===== src/rtl/core/mabb_fifo.sv =====
// Small register queue, used between front and back and on the result side.
// No package dependencies.
module mabb_fifo #(
	parameter int unsigned W     = 8,
	parameter int unsigned DEPTH = 2
) (
	input  logic         clk,
	input  logic         arst_n,
	input  logic         wr_en,
	input  logic [W-1:0] wr_data,
	output logic         full,
	input  logic         rd_en,
	output logic [W-1:0] rd_data,
	output logic         empty
);
	localparam int unsigned PW = (DEPTH > 1) ? $clog2(DEPTH) : 1;
	localparam int unsigned CW = $clog2(DEPTH + 1);

	logic [W-1:0]  mem_q [DEPTH];
	logic [PW-1:0] wp_q, rp_q;
	logic [CW-1:0] cnt_q;
	logic          do_wr, do_rd;

	assign full    = (cnt_q == CW'(DEPTH));
	assign empty   = (cnt_q == '0);
	assign do_wr   = wr_en && !full;
	assign do_rd   = rd_en && !empty;
	assign rd_data = mem_q[rp_q];

	always_ff @(posedge clk) begin
		if (do_wr) begin
			mem_q[wp_q] <= wr_data;
		end
	end

	always_ff @(posedge clk or negedge arst_n) begin
		if (!arst_n) begin
			wp_q  <= '0;
			rp_q  <= '0;
			cnt_q <= '0;
		end else begin
			if (do_wr) begin
				wp_q <= (wp_q == PW'(DEPTH - 1)) ? '0 : wp_q + 1'b1;
			end
			if (do_rd) begin
				rp_q <= (rp_q == PW'(DEPTH - 1)) ? '0 : rp_q + 1'b1;
			end
			if (do_wr && !do_rd) begin
				cnt_q <= cnt_q + 1'b1;
			end else if (do_rd && !do_wr) begin
				cnt_q <= cnt_q - 1'b1;
			end
		end
	end

endmodule


===== config.mk =====
export PLATFORM = sky130hd
export DESIGN_NAME = mabb_fifo
export DESIGN_NICKNAME = d
export VERILOG_FILES = /design/src/rtl/core/mabb_fifo.sv
export SDC_FILE = /design/constraint.sdc
export NUM_CORES = 1
export LEC_CHECK = 0
export BUFFER_PORTS_ARGS = -buffer_cell sky130_fd_sc_hd__clkbuf_2
export CAP_MARGIN = 40
export CORE_ASPECT_RATIO = 1.2
export CORE_MARGIN = 1.5
export CORE_UTILIZATION = 35
export CTS_CLUSTER_DIAMETER = 40
export DETAILED_ROUTE_END_ITERATION = 16
export PLACE_DENSITY_LB_ADDON = 0.3
export SLEW_MARGIN = 40
export SYNTH_ARGS = -nofsm -noshare
export SYNTH_HDL_FRONTEND = slang
export SYNTH_SLANG_ARGS = --single-unit

===== constraint.sdc =====
create_clock -name clk -period 1.7 [get_ports clk]
set_clock_uncertainty 0.2 [all_clocks]
set_input_delay 0.51 -clock clk [delete_from_list [all_inputs] [get_ports clk]]
set_output_delay 0.51 -clock clk [all_outputs]
set_load 0.01 [all_outputs]

Yosys cells after proc, flatten, opt, wreduce, memory -nomap -nowiden
Memories as Yosys holds them, arrays and structs flattened.
Index checks and enable logic that the tools add are counted.

word-level totals
  register bits = 4
  RAM bits = 16
  input port bits = 12
  output and inout port bits = 10
  word-level logic and storage cells = 25
  memories = 1

memories
  memory  depth  bits a word  read ports  clocked after Yosys merged registers in  write ports  line  source
  mem_q   2      8            1           0                                        1            19    logic [W-1:0] mem_q [DEPTH];

operators by class
  add/subtract/negate cells = 4
  equality and inequality tests = 1
  multiplexer cells = 6
  reduce and logical (&&, ||, !) cells = 10

operators with widths
  kind                                                                 number
  1-bit logical AND                                                    4
  1-bit logical NOT                                                    4
  1-bit 2-to-1 mux                                                     4
  2-bit 2-to-1 mux                                                     2
  1-bit adder (second input constant)                                  2
  2-bit by 1-bit adder with 2-bit output (second input constant)       1
  2-bit == test (second input constant)                                1
  2-bit logical NOT                                                    1
  2-bit nonzero test                                                   1
  2-bit by 1-bit subtractor with 2-bit output (second input constant)  1

Longest topological paths before layout
  word-level depth = 7
  depth in mapped cells = 7

Least setup slack after synthesis
Ideal clock, no wire load.

  path type = reg2reg
  from = register cnt_q[0]
  to = memory mem_q[0][0], enable pin
  setup time = 0.370 ns
  arrival = 1.022 ns
  setup slack = 0.108 ns
  stages on the path, launching flop included = 4
  period minus slack after synthesis = 1.592 ns
  path through = dfrtp_1 -> nand2b_1 -> nand2_2 -> nor2_1

on the way
  word-level cells in the longest chain between the ends = 5

RTL lines
  item                                    line  source
  from (decl)                             21    logic [CW-1:0] cnt_q;
  from (signal assigned)                  49    cnt_q <= cnt_q + 1'b1;
  from (signal assigned)                  51    cnt_q <= cnt_q - 1'b1;
  2-bit == test                           24    assign full = (cnt_q == CW'(DEPTH));
  1-bit logical NOT                       26    assign do_wr = wr_en && !full;
  1-bit logical AND                       26
  1-bit 2-to-1 mux                        31    if (do_wr) begin
  1-bit 2-to-1 mux (not written as such)  32    mem_q[wp_q] <= wr_data;
  to (decl)                               19

Every way passes these cells.

Final worst setup path
  from = register rp_q
  to = output rd_data[4]

on the way
  word-level cells in the longest chain between the ends = 1

RTL lines
  item                    line  source
  from (decl)             20    logic [PW-1:0] wp_q, rp_q;
  from (signal assigned)  46    rp_q <= (rp_q == PW'(DEPTH - 1)) ? '0 : rp_q + 1'b1;
  memory read 2 x 8 bit   n/a
  to (decl)               13    output logic [W-1:0] rd_data,

Every way passes these cells.

==> results_dict.tcl <==
set metrics [dict create \
    cp.required_ns 0.99 \
    grt_use_total_pct 10.65 \
    setup-violations-final 10 \
    syn_area_per_cell_sq_um 17.77 \
    cp-start-kind "register" \
    violations "setup timing" \
    ys_ff_latch 20 \
    numCtsBuffers 3 \
    syn2layout_area_growth_pct 46.08 \
    cp_top_family "flip-flops" \
    syn-cell-area_sq_um 782.0 \
    core_area_sq_mm 0.002095 \
    yosysSeqAreaShare_pct 74.24 \
    die_x_microns 46.15 \
    utilization_pct 54.54 \
    multi_input_area_sq_um 252.7 \
    diodes 0 \
    rsz0062_at_grt "true" \
    synth_flop_cell "edfxtp_1" \
    routed_wl_mm 1.254 \
    synth_edf_count 16 \
    worst-path-max-fanout 4 \
    ys_warn_count 0 \
    grt_max_degree 11 \
    crit_path_frequent_cell "buf_6" \
    die_h_microns 54.78 \
    wl_per_cell_microns 11.61 \
    criticalPathCategory "register to primary output" \
    yosys-top-cells-count "edfxtp_1, mux2_1, dfrtp_1, nor2_1" \
    seqCellArea_sq_um 583.1 \
    grt_pass1_vias 427 \
    grt_pass1_wl_mm 1.800 \
    clock_latency_ns 0.28 \
    tightestPinTransition_ns 0.1595 \
    final_max_slew_viol_count 0 \
    cts_sinks 20 \
    outcome "finished with violations" \
    antenna_left 0 \
    synth_fp_nets 57 \
    min_path_type "primary input to register" \
    via_per_inst 4.296 \
    finalCritPeriodShare_pct 116.3 \
    initial_core_util_pct 37.34 \
    boundaryPins 22 \
    slowest_delay_ns 0.44 \
    place.gp.congestion 0.5911 \
    dieArea_sq_mm 0.002528 \
    period_needed_ns 1.977 \
    async_flop_share_pct 20.00 \
    synth_cell_types 15 \
    grt-ovfl-total 0 \
    worst_slack_ns -0.2774 \
    synth_top_area_share_pct 61.44 \
    tritoncts "done" \
    syn_inst 44 \
    finalPower_mw 1.942 \
    dr.pass1.iters 3 \
    route.detailed.drc 0 \
    n_fill_cell 187 \
    row_count 18 \
    clock_path_buffers 2 \
    end_kind "primary output" \
    drt_iter0_drc 1 \
    slew_headroom_pct 89.32 \
    nets 93 \
    htree_levels 1 \
    synth_top_cell_by_area "edfxtp_1" \
    p_per_area_mw_per_mm2 1700 \
    crit_path_cell_trace "buf_6 -> mux2_4 -> buf_6" \
    port_buffers 21 \
    antenna_found_initial 0 \
    arrival_ns 1.27 \
    clk_pin_slew_worst_paths_ns 0.10 \
    vias 464 \
    max_freq_ghz 0.5057 \
    vdd_drop_max_v 0.0009253 \
    crit_slowest_cell "dfrtp_2" \
    fin_tns_setup_ns -2.172 \
    reg2reg_slack_ns 0.06 \
    cts_root_buf "clkbuf_4" \
    cap_violations 0 \
    synth_area_leaders "edfxtp_1, dfrtp_1, mux2_1, mux2_2, xnor2_1" \
    dp_hpwl_microns 764.4 \
    drive_above_1_share_pct 66.67 \
    leakage_nw 0.4901 \
    yosysMostFrequentCell "edfxtp_1" \
    cp_num_buf_inv 2 \
    timing_hold_violations_final 0 \
]
where the power goes:
group / switching (mW) / internal, mW / total [mW]
clock network: 0.119 / 0.0821 / 0.201
logic: 0.385 / 0.584 / 0.969
registers: 0.0825 / 0.689 / 0.772
area by class of cell:
type,instances,share of cell area (%)
Sequential cell,20,51.04
Inverter,2,0.6572
Tap cell,30,3.286
Clock buffer,3,1.972
Timing Repair Buffer,32,20.92
Multi-Input combinational cell,21,22.12
logic make-up after synthesis:
| family | Yosys count | share of synthesized area, % |
|---|---|---|
| adders and majority gates | 1 | 1.600 |
| and+or+nand+nor | 6 | 3.841 |
| buffers and inverters | 3 | 1.600 |
| DFF | 20 | 74.24 |
| xor gates and xnor gates | 5 | 6.561 |
| AOI/OAI and AO/OA | 1 | 0.6394 |
| muxes | 8 | 11.52 |
final timing paths:
| path | from | endpoint | depth (start not counted) |
|---|---|---|---|
| setup / recovery | rp_q | rd_data[4] | 3 |
| hold / removal | wr_data[7] | mem_q[0][7] | 1 |
| hold reg to reg | wp_q | wp_q | 1 |
| min in group asynchronous | arst_n | wp_q | 2 |
| max in group asynchronous | arst_n | cnt_q[1] | 2 |
| setup reg to reg | cnt_q[0] | cnt_q[1] | 7 |
cells in the final DEF, fill, tap and decap left out:
| cell | n |
|---|---|
| ha_4 | 1 |
| xnor2_1 | 2 |
| xor2_2 | 1 |
| nand2_2 | 1 |
| edfxtp_1 | 16 |
| dfrtp_1 | 2 |
| buf_2 | 1 |
| xnor2_2 | 1 |
| dfrtp_2 | 2 |
| inv_2 | 1 |
| inv_1 | 1 |
| o21ai_4 | 1 |
| dlygate4sd3_1 | 1 |
| mux2_2 | 2 |
| buf_4 | 7 |
| buf_6 | 9 |
| mux2_4 | 6 |
| nand2b_4 | 1 |
| and3_1 | 1 |
| clkbuf_2 | 14 |
| nor2_1 | 2 |
| nor2_2 | 1 |
| xor2_1 | 1 |
| clkbuf_4 | 3 |
state kept, by name, indices dropped and copies added, names as in the netlist:
signal	count
mem_q	16
wp_q	1
rp_q	1
cnt_q	2
per-layer routing:
layer	vias to the layer above	global-route usage, %	share of wire [%]
met5	-	0	0
met4	0	5.714	0
met3	0	2.970	4.9
met2	16	16.67	53
met1	223	13.16	42
li1	225	-	-
repair_timing:
action	CTS	global route
resized for setup	14	19
hold buffers	1	0
endpoints found under the hold margin	4	0
pin swaps	0	1
setup buffers	5	0
endpoints found under the setup margin	10	11
through the flow:
stage	hold WS, ns	setup slack (ns)	cells	instance area, sq um
after floorplan	0.01441	0.1079	44	782.0
after global placement	0.1264	-0.07357	99	957.2
after detailed placement	0.1248	-0.07849	99	957.2
after CTS	0.2047	-0.2874	108	1071
after global routing	0.1881	-0.3315	108	1142
final	0.2130	-0.2774	108	1142
Note: power is estimated with default switching activity, not from simulation.
