<file path="config.mk">
export PLATFORM = sky130hd
export DESIGN_NAME = mabb_front
export DESIGN_NICKNAME = d
export VERILOG_FILES = /design/src/rtl/core/mabb_pkg.sv /design/src/rtl/core/mabb_front.sv
export SDC_FILE = /design/constraint.sdc
export NUM_CORES = 1
export LEC_CHECK = 0
export BUFFER_PORTS_ARGS = -buffer_cell sky130_fd_sc_hd__buf_4
export CORE_MARGIN = 2
export CORE_UTILIZATION = 38
export CTS_BUF_LIST = sky130_fd_sc_hd__clkbuf_2
export DETAILED_ROUTE_END_ITERATION = 8
export GPL_ROUTABILITY_DRIVEN = 1
export HOLD_SLACK_MARGIN = 0.1
export PLACE_DENSITY = 0.8
export SETUP_SLACK_MARGIN = 0.2
export SKIP_CTS_REPAIR_TIMING = 1
export SLEW_MARGIN = 5
export SYNTH_ARGS = -nofsm -noshare
export SYNTH_HDL_FRONTEND = slang
export SYNTH_SLANG_ARGS = --single-unit
</file>
<file path="constraint.sdc">
create_clock -name clk -period 3 [get_ports clk]
set_input_delay 0.15 -clock clk [delete_from_list [all_inputs] [get_ports clk]]
set_output_delay 0.15 -clock clk [all_outputs]
set_load 0.01 [all_outputs]
</file>
<file path="src/rtl/core/mabb_pkg.sv">
// Shared types for the moving average / Bollinger band block.
// No dependencies.
package mabb_pkg;

	localparam int unsigned WIN_W       = 7;
	localparam int unsigned WIN_RESET   = 20;
	localparam int unsigned MEAN_W      = 24;
	localparam int unsigned STD_W       = 23;
	localparam int unsigned BAND_W      = 25;
	localparam int unsigned IN_PRICE_W  = 24;
	localparam int unsigned REG_WINDOW  = 0;

	typedef struct packed {
		logic [MEAN_W-1:0] mean_price;
		logic [STD_W-1:0]  std_dev;
		logic [BAND_W-1:0] upper_band;
		logic [BAND_W-1:0] lower_band;
		logic              valid_res;
	} res_t;

	typedef enum logic [7:0] {
		ST_IDLE  = 8'b0000_0001,
		ST_SUM   = 8'b0000_0010,
		ST_MULT  = 8'b0000_0100,
		ST_DIVM  = 8'b0000_1000,
		ST_DIVV  = 8'b0001_0000,
		ST_SQRT  = 8'b0010_0000,
		ST_OUT   = 8'b0100_0000,
		ST_LOAD  = 8'b1000_0000
	} back_state_t;

endpackage

</file>
<file path="src/rtl/core/mabb_front.sv">
// Front end: window register, series bookkeeping and job classification.
// Depends on mabb_pkg.
module mabb_front import mabb_pkg::*; #(
	parameter int unsigned MAX_WINDOW = 64,
	parameter int unsigned PRICE_BITS = 24,
	localparam int unsigned PTR_W = $clog2(MAX_WINDOW),
	localparam int unsigned CNT_W = $clog2(MAX_WINDOW + 1),
	localparam int unsigned JOB_W = PRICE_BITS + PTR_W + CNT_W + 1
) (
	input  logic                  clk,
	input  logic                  arst_n,
	input  logic                  cfg_we,
	input  logic [WIN_W-1:0]      cfg_data,
	output logic [WIN_W-1:0]      window_length,
	input  logic                  in_take,
	input  logic [IN_PRICE_W-1:0] close_price,
	input  logic                  first_of_series,
	output logic [JOB_W-1:0]      job
);
	logic [WIN_W-1:0] win_q;
	logic [PTR_W-1:0] wp_q, wp_base, wp_next;
	logic [CNT_W-1:0] seen_q, seen_base, seen_next, n_c;
	logic             ok_c;

	assign window_length = win_q;

	always_comb begin
		wp_base   = first_of_series ? '0 : wp_q;
		seen_base = first_of_series ? '0 : seen_q;
		wp_next   = (wp_base == PTR_W'(MAX_WINDOW - 1)) ? '0 : wp_base + 1'b1;
		seen_next = (seen_base == CNT_W'(MAX_WINDOW)) ? seen_base : seen_base + 1'b1;
		// zero window means one, oversize saturates
		if (win_q == '0) begin
			n_c = CNT_W'(1);
		end else if (32'(win_q) > MAX_WINDOW) begin
			n_c = CNT_W'(MAX_WINDOW);
		end else begin
			n_c = CNT_W'(win_q);
		end
		ok_c = (seen_next >= n_c);
	end

	assign job = {close_price[PRICE_BITS-1:0], wp_base, n_c, ok_c};

	always_ff @(posedge clk or negedge arst_n) begin
		if (!arst_n) begin
			win_q  <= WIN_W'(WIN_RESET);
			wp_q   <= '0;
			seen_q <= '0;
		end else begin
			if (cfg_we) begin
				win_q <= cfg_data;
			end
			if (in_take) begin
				wp_q   <= wp_next;
				seen_q <= seen_next;
			end
		end
	end

endmodule

</file>
* After elaboration in Yosys (flattened, before gate mapping) *
Index checks and enable logic that the tools add are counted.

word-level totals
  output and inout port bits = 45
  latch bits = 0
  memories kept = 0
  ROM bits = 0
  input port bits = 36
  word-level logic and storage cells = 16
  RAM bits = 0
  bits in registers = 20

cells by class
  multiply operators = 0
  add/subtract/negate cells = 2
  div/mod/pow operators = 0
  bitwise operators = 0
  shift-type cells = 0
  eq/ne operators = 2
  $lt $le $gt $ge = 2
  mux-type cells = 6
  reduce and logical (&&, ||, !) cells = 1

operators with widths
  operator                                     count
  two-way mux 7 bit                            4
  two-way mux 6 bit                            2
  adder 7 x 1 -> 7 bit, second input constant  1
  equality test 7 bit, second input constant   1
  >= comparator 7 bit                          1
  > comparator 7 bit, second input constant    1
  logical NOT 7 bit                            1
  adder 6 x 1 -> 6 bit, second input constant  1
  equality test 6 bit, second input constant   1

* Logic depth before layout (Yosys ltp) *
Gate-level depths: netlist of run 1.

  depth after elaboration = 4
  depth in mapped cells = 13
  mapped depth without buffers = 11

* Worst setup path before layout of run 1 *
No wires, ideal clock.

  path type = reg2out
  from = register seen_q[1]
  to = output port job[0]
  path buffers = 1
  setup slack = 0.835 ns
  arrival = 2.015 ns
  stages on the path, launching flop included = 13
  required time = 2.850 ns
  cell sequence = dfrtp_1 nor2b_1 inv_1 ha_1 nand4bb_4 nor4_4 xnor2_1 ha_1 nor2b_1 o21ai_0 a21oi_1 o21ai_0 buf_4

between the ends
  longest elaborated chain between the ends = 4
  elaborated cells on any way between the ends = 5
  classes of those cells = add/sub (1); order compare (1); eq/ne (1); mux (2)

RTL lines
  item                                                                line              text
  from (decl)                                                         mabb_front.sv:22  logic [CNT_W-1:0] seen_q, seen_base, seen_next, n_c;
  from (signal assigned)                                              mabb_front.sv:56  seen_q <= seen_next;
  two-way mux 7 bit *                                                 mabb_front.sv:29  seen_base = first_of_series ? '0 : seen_q;
  adder 7 x 1 -> 7 bit / equality test 7 bit (equally long branches)  mabb_front.sv:31  seen_next = (seen_base == CNT_W'(MAX_WINDOW)) ? seen_base : seen_base + 1'b1;
  two-way mux 7 bit *                                                 mabb_front.sv:31
  >= comparator 7 bit *                                               mabb_front.sv:40  ok_c = (seen_next >= n_c);
  to (decl)                                                           mabb_front.sv:18  output logic [JOB_W-1:0] job

Every way passes the cells marked *; elsewhere a longest branch is shown, timed or not.

* Worst setup path in the final report of run 1 *
Same ends and word-level chain as after synthesis.

==> flow_summary_export.csv, run 1 <==
group,metric,value,unit
min_path,hold_path.class,"input pin to flop",
place,numPortBuffers,32,
floorplanning,floorplan_core_area,0.003971,mm2
finish,layout.cells.most_common,"buf_4",
global_routing,grt_antenna_before_repair,0,
detailed_routing,route.detailed.vias_per_inst,5.129,
timing,final-setup-viol-count,0,
finish,final.fill_count,380,
logic_synthesis,synth_cells,173,
worst_setup_path,crit_fanout,4,
cts,clock-root-buffer,"clkbuf_2",
global_routing,track_usage,0.1378,
pwr,sw_frac_of_total,0.3381,
pwr,static-leakage-power,0.0008345,uW
timing,timing.fmax,366.5,MHz
detailed_routing,antenna_left,0,
pwr,share_clk_of_total_power,0.160,
detailed_routing,route.detailed.drc,0,
flow_run,max_cap_violations,0,
pwr,vdd_ir_drop_max,180.8,uV
timing,worst_slew_pin_slew,0.3496,ns
pwr,powerDensity,401.2,mW/mm2
worst_setup_path,setup.worst_path.end_class,"output port",
timing,hold_vio_cnt_final,0,
global_routing,grt_start_max_net_pins,23,
finish,most_used_cells_in_the_layout_excluding_fill_and_tap_cells,"37 x buf_4, 17 x dfrtp_1, 16 x nand2_1",
cts,cts_htree_levels,1,
place,place.detailed.instances,222,
timing,grt_setup_unrepaired,"yes",
pwr,cellInternalPower,479.5,uW
place,postPlaceCellArea,0.001624,mm2
finish,multiInputGateArea,803.3,um2
logic_synthesis,synth_sequential_area_ratio,0.3245,
finish,antenna_cells_inserted,0,
global_routing,number_of_global_route_vias_before_repair,1057,
detailed_routing,routedWlPerCell,13.24,um
logic_synthesis,ys_seq_elements,20,
detailed_routing,initialDrtViolationCount,58,
worst_setup_path,cp-start-kind,"flop",
pwr,share_of_total_power_in_sequential_cells,0.481,
finish,design.final.nets,238,
cts,clock_sink_count,20,
timing,timing.slew.headroom,0.7667,
floorplanning,die_h,67.87,um
timing,share_of_the_clock_period_used_by_the_worst_path_after_layout,0.9094,
pwr,power_switching,244.9,uW
cts,cts_tree,"built",
global_routing,grt_first_pass_wirelength,4.843,mm
detailed_routing,route.vias.total,1236,
floorplanning,die_area,0.004606,mm2
floorplanning,placement_rows,23,
logic_synthesis,post_synth_num_cell_types,35,
cts,clkTransAtPathRegs,0.20,ns
floorplanning,initial_core_util,0.3904,
finish,syn2layout_area_growth,16.46,%
logic_synthesis,yosys-top-cells-area,"dfrtp_1 29%, buf_4 12%, ha_1 8.1%",
detailed_routing,detail_route.first_pass.iterations,4,
worst_setup_path,worst-endpoint-required,2.85,ns
run_status,status,"complete, no violations",
finish,layout-drive-gt1-share,0.3194,
pwr,power.combinational.fraction,0.359,
logic_synthesis,synth_top_area_frac,0.2906,
place,dp.final_hpwl,2.178,mm
timing,drv_slew,0,
floorplanning,floorplan.die.width,67.87,um
finish,seq_area,504.2,um2
logic_synthesis,synthesis.yosys.warnings,0,
logic_synthesis,syn_nets,219,
logic_synthesis,syn_avg_cell_area,8.961,um2
finish,finish.cell_count_without_fillers,241,
detailed_routing,wl,3.191,mm
logic_synthesis,netlist_area,0.001550,mm2
global_routing,gr-total-overflow,0,
timing,finClkSkew,0.02890,ns
finish,finalInstanceArea,0.001805,mm2
place,finalWeightedCongestion,0.8469,
cts,clock_insertion_delay_worst_skew,0.32,ns
cts,cts_bufs_inserted,3,
floorplanning,floorplan.io_pins,81,
worst_setup_path,critical_path_arrival,2.58,ns
timing,final.min_clock_period,2.728,ns
logic_synthesis,yosys_top_cell_by_area,"dfrtp_1",
timing,finalSetupTns,0,ns
worst_setup_path,path_type_of_the_worst_setup_path,"flop to output port",
cts,clock_path_buffers,2,
## power groups by stage
| stage | registers [uW] | logic [uW] | clock network (uW) |
|---|---|---|---|
| after floorplan | 338 | 194 | 0 |
| after global routing | 355 | 288 | 134 |
| final | 348 | 260 | 116 |
| after global placement | 352 | 216 | 0 |
| after detailed placement | 353 | 218 | 0 |
| after CTS | 348 | 220 | 125 |
## worst max-delay path: stages (launching register included)
cell	delay, ns
dfrtp_1	0.45
nor2b_4	0.14
inv_2	0.07
ha_4	0.14
nand4bb_4	0.11
nor4_4	0.33
xnor2_1	0.17
ha_1	0.26
nor2b_1	0.15
o21ai_1	0.08
a21oi_1	0.13
o21ai_1	0.07
buf_4	0.14
## through the flow
step	hold WS, ns	setup slack (ns)	power (uW)	util
2_1_floorplan	-0.1456	0.8351	532.2	-
3_3_place_gp	0.04924	0.6668	568.0	0.4089
3_5_place_dp	0.04716	0.6471	571.3	0.4089
4_1_cts	-0.3517	0.2130	692.3	0.4140
5_1_grt	0.1347	0.1437	776.5	0.4546
6_report	0.1647	0.2717	724.4	0.4546
## cells by family (layout without fill, tap and decap cells)
kind of cell	after synthesis	count (layout)	synth area share
AO/OA/AOI/OAI	32	32	0.1283
XOR/XNOR	7	7	0.03955
adder cells (fa/ha/maj)	10	10	0.08071
buffers and inverters	43	61	0.1719
flip-flops	20	20	0.3245
multiplexers	10	10	0.07103
AND/OR/NAND/NOR	51	51	0.1840
## final timing paths
| kind | startpoint | to | slack (ns) | cells past startpoint |
|---|---|---|---|---|
| min in group asynchronous | arst_n | seen_q[1] | 0.21 | 2 |
| min | cfg_we | window_length[0] | 0.16 | 2 |
| max reg2reg | seen_q[1] | seen_q[0] | 1.20 | 8 |
| min reg2reg | window_length[0] | window_length[0] | 0.57 | 1 |
| max in group asynchronous | arst_n | window_length[4] | 2.49 | 2 |
| max | seen_q[1] | job[0] | 0.27 | 12 |
## sequential cells by signal (all words and copies together) (netlist names)
signal         flops
seen_q             7
window_length      7
wp_q               6
## Yosys cell counts
| cell type | instances |
|---|---|
| a21o_1 | 2 |
| a21oi_1 | 8 |
| a22o_1 | 1 |
| a31oi_1 | 3 |
| buf_1 | 1 |
| buf_2 | 3 |
| buf_4 | 25 |
| buf_6 | 1 |
| clkbuf_1 | 3 |
| dfrtp_1 | 18 |
| dfstp_2 | 2 |
| ha_1 | 10 |
| inv_1 | 9 |
| inv_2 | 1 |
| mux2_2 | 8 |
| mux2i_1 | 2 |
| nand2_1 | 16 |
| nand2b_1 | 1 |
| nand3_1 | 5 |
| nand3_2 | 1 |
| nand4b_1 | 1 |
| nand4bb_4 | 1 |
| nor2_1 | 11 |
| nor2_2 | 1 |
| nor2b_1 | 9 |
| nor3_1 | 3 |
| nor3b_1 | 1 |
| nor4_4 | 1 |
| o21ai_0 | 7 |
| o21ai_1 | 3 |
| o21bai_1 | 1 |
| o2bb2ai_1 | 5 |
| o31ai_1 | 2 |
| xnor2_1 | 5 |
| xor2_1 | 2 |
## cell type report
type	instances	share of cell area
Multi-Input combinational cell	110	0.4449
Sequential cell	20	0.2793
Timing Repair Buffer	47	0.2093
Tap cell	50	0.03465
Inverter	10	0.02079
Clock buffer	4	0.01109
## routing by layer
| metal | global-route usage | wire length (um) | vias to the layer above |
|---|---|---|---|
| li1 | - | - | 597 |
| met1 | 0.1876 | 1418 | 611 |
| met2 | 0.2145 | 1576 | 21 |
| met3 | 0.02796 | 138 | 7 |
| met4 | 0.05500 | 58 | 0 |
| met5 | 0 | 0 | - |
Power figures use the tool's default switching activity.
==> inputs of run 2 (changes only) <==
--- a/config.mk
+++ b/config.mk
@@ -7,12 +7,12 @@
 export LEC_CHECK = 0
 export BUFFER_PORTS_ARGS = -buffer_cell sky130_fd_sc_hd__buf_4
 export CORE_MARGIN = 2
-export CORE_UTILIZATION = 38
+export CORE_UTILIZATION = 35
 export CTS_BUF_LIST = sky130_fd_sc_hd__clkbuf_2
 export DETAILED_ROUTE_END_ITERATION = 8
 export GPL_ROUTABILITY_DRIVEN = 1
 export HOLD_SLACK_MARGIN = 0.1
-export PLACE_DENSITY = 0.8
+export PLACE_DENSITY = 0.78
 export SETUP_SLACK_MARGIN = 0.2
 export SKIP_CTS_REPAIR_TIMING = 1
 export SLEW_MARGIN = 5
==> constraint.sdc (replaced) <==
create_clock -name clk -period 2.4 [get_ports clk]
set_input_delay 0.12 -clock clk [delete_from_list [all_inputs] [get_ports clk]]
set_output_delay 0.12 -clock clk [all_outputs]
set_load 0.01 [all_outputs]
==> flow_summary_export.csv, run 2 (same netlist as run 1, synthesis figures left out) <==
group,metric,value,unit
timing,hold_vio_cnt_final,0,
finish,most_used_cells_in_the_layout_excluding_fill_and_tap_cells,"37 x buf_4, 18 x dfrtp_1, 16 x nand2_1, 16 x dlygate4sd3_1, 11 x nor2_1",
floorplanning,die_area,0.004977,mm2
floorplanning,floorplan.die.width,70.55,um
cts,cts_tree,"built",
finish,design.final.nets,244,
timing,share_of_the_clock_period_used_by_the_worst_path_after_layout,1.136,
global_routing,track_usage,0.1298,
cts,clock_path_buffers,2,
detailed_routing,detail_route.first_pass.iterations,4,
place,dp.final_hpwl,2.328,mm
worst_setup_path,critical_path_arrival,2.61,ns
worst_setup_path,critical-path-top-cell-by-count,"o21ai_1",
finish,syn2layout_area_growth,20.42,%
pwr,static-leakage-power,0.0008584,uW
flow_run,max_cap_violations,0,
floorplanning,initial_core_util,0.3585,
worst_setup_path,worst-endpoint-required,2.28,ns
timing,timing.fmax,366.6,MHz
floorplanning,floorplan.io_pins,81,
worst_setup_path,critical_path.slowest_cell,"dfrtp_1",
detailed_routing,route.detailed.drc,0,
floorplanning,floorplan_core_area,0.004324,mm2
floorplanning,die_h,70.55,um
timing,finClkSkew,0.01980,ns
cts,clock_sink_count,20,
timing,finalWorstSetupSlack,-0.3275,ns
timing,final.min_clock_period,2.728,ns
run_status,failed_checks,"setup timing",
finish,postLayoutCoreUtil,0.4317,
worst_setup_path,cpPeakStageDelay,0.46,ns
pwr,report.power.total,924.6,uW
detailed_routing,route.vias.total,1237,
run_status,status,"complete, but fails checks",
global_routing,grt_antenna_before_repair,0,
place,finalWeightedCongestion,0.7617,
cts,cts_bufs_inserted,3,
detailed_routing,routedWlPerCell,13.59,um
finish,antenna_cells_inserted,0,
detailed_routing,antenna_left,0,
detailed_routing,route.detailed.vias_per_inst,4.968,
worst_setup_path,reg2reg_setup_slack,0.58,ns
worst_setup_path,path_type_of_the_worst_setup_path,"flop to output port",
worst_setup_path,setup.worst_path.end_class,"output port",
min_path,hold_path.class,"input pin to flop",
global_routing,gr-total-overflow,0,
finish,finalInstanceArea,0.001867,mm2
worst_setup_path,crit_fanout,4,
floorplanning,placement_rows,24,
cts,cts_htree_levels,1,
finish,layout-drive-gt1-share,0.2995,
worst_setup_path,cp-start-kind,"flop",
global_routing,grt_first_pass_wirelength,5.319,mm
detailed_routing,wl,3.383,mm
cts,clkTransAtPathRegs,0.21,ns
worst_setup_path,critical_path.cell_chain,"nor2b_4 > inv_2 > ha_4 > nand4bb_4 > nor4_4 > nor2_1 > ha_1 > a21oi_2 > o21ai_1 > a21oi_1 > o21ai_1 > buf_4",
place,postPlaceCellArea,0.001642,mm2
finish,layout.cells.most_common,"buf_4",
timing,worst_hold_slack,0.1239,ns
timing,final-setup-viol-count,1,
place,numPortBuffers,32,
timing,grt_setup_unrepaired,"yes",
cts,clock_insertion_delay_worst_skew,0.33,ns
timing,drv_slew,0,
timing,timing.slew.headroom,0.7860,
timing,worst_slew_pin_slew,0.3206,ns
pwr,vdd_ir_drop_max,349.9,uV
pwr,powerDensity,495.3,mW/mm2
global_routing,number_of_global_route_vias_before_repair,1140,
cts,clock-root-buffer,"clkbuf_2",
detailed_routing,initialDrtViolationCount,53,
global_routing,grt_start_max_net_pins,21,
==> run 2: layout make-up <==
| cell class | instances | area [um2] |
|---|---|---|
| clock buffer | 3 | 15.01 |
| clock inverter | 1 | 3.754 |
| fill | 413 | 2457 |
| inverter | 10 | 37.54 |
| multi-input combinational | 110 | 804.5 |
| sequential | 20 | 503.0 |
| tap | 52 | 65.06 |
| timing repair buffer | 53 | 437.9 |
==> run 2: power by group <==
group | switching [uW] | total (uW) | internal, uW
Combinational | 154 | 340 | 187
Sequential | 57.6 | 436 | 378
Clock | 112 | 148 | 36.3
Total | 323 | 925 | 601
==> run 2: worst max-delay path, delay by kind of cell, from the launching register on <==
family	cells	cell delay, ns
buffers and inverters	2	0.21
AND/OR/NAND/NOR	4	0.72
adder cells (fa/ha/maj)	2	0.47
AO/OA/AOI/OAI	4	0.42
flip-flops	1	0.46
==> run 2: worst paths after layout <==
check	depth (start not counted)	from	endpoint
min in group asynchronous	2	arst_n	window_length[5]
worst min-delay path	2	cfg_we	window_length[3]
worst max register to register	8	seen_q[1]	seen_q[0]
worst min register to register	1	wp_q[4]	wp_q[4]
worst max-delay path	12	seen_q[1]	job[0]
max in group asynchronous	2	arst_n	window_length[2]
==> run 2: layer usage <==
metal	part of all wire	vias up	track usage
met5	0	-	0
met3	0.054	8	0.03704
met1	0.45	578	0.1679
met4	0.014	0	0.03774
met2	0.48	37	0.2128
li1	-	614	-
==> run 2: through the flow <==
stage	setup slack [ns]	cells	setup TNS [ns]
after floorplan	0.2651	173	0
after global placement	0.1973	226	0
after detailed placement	0.08966	226	0
after CTS	-0.3248	230	-0.3248
after global routing	-0.5202	249	-0.5202
final	-0.3275	249	-0.3275
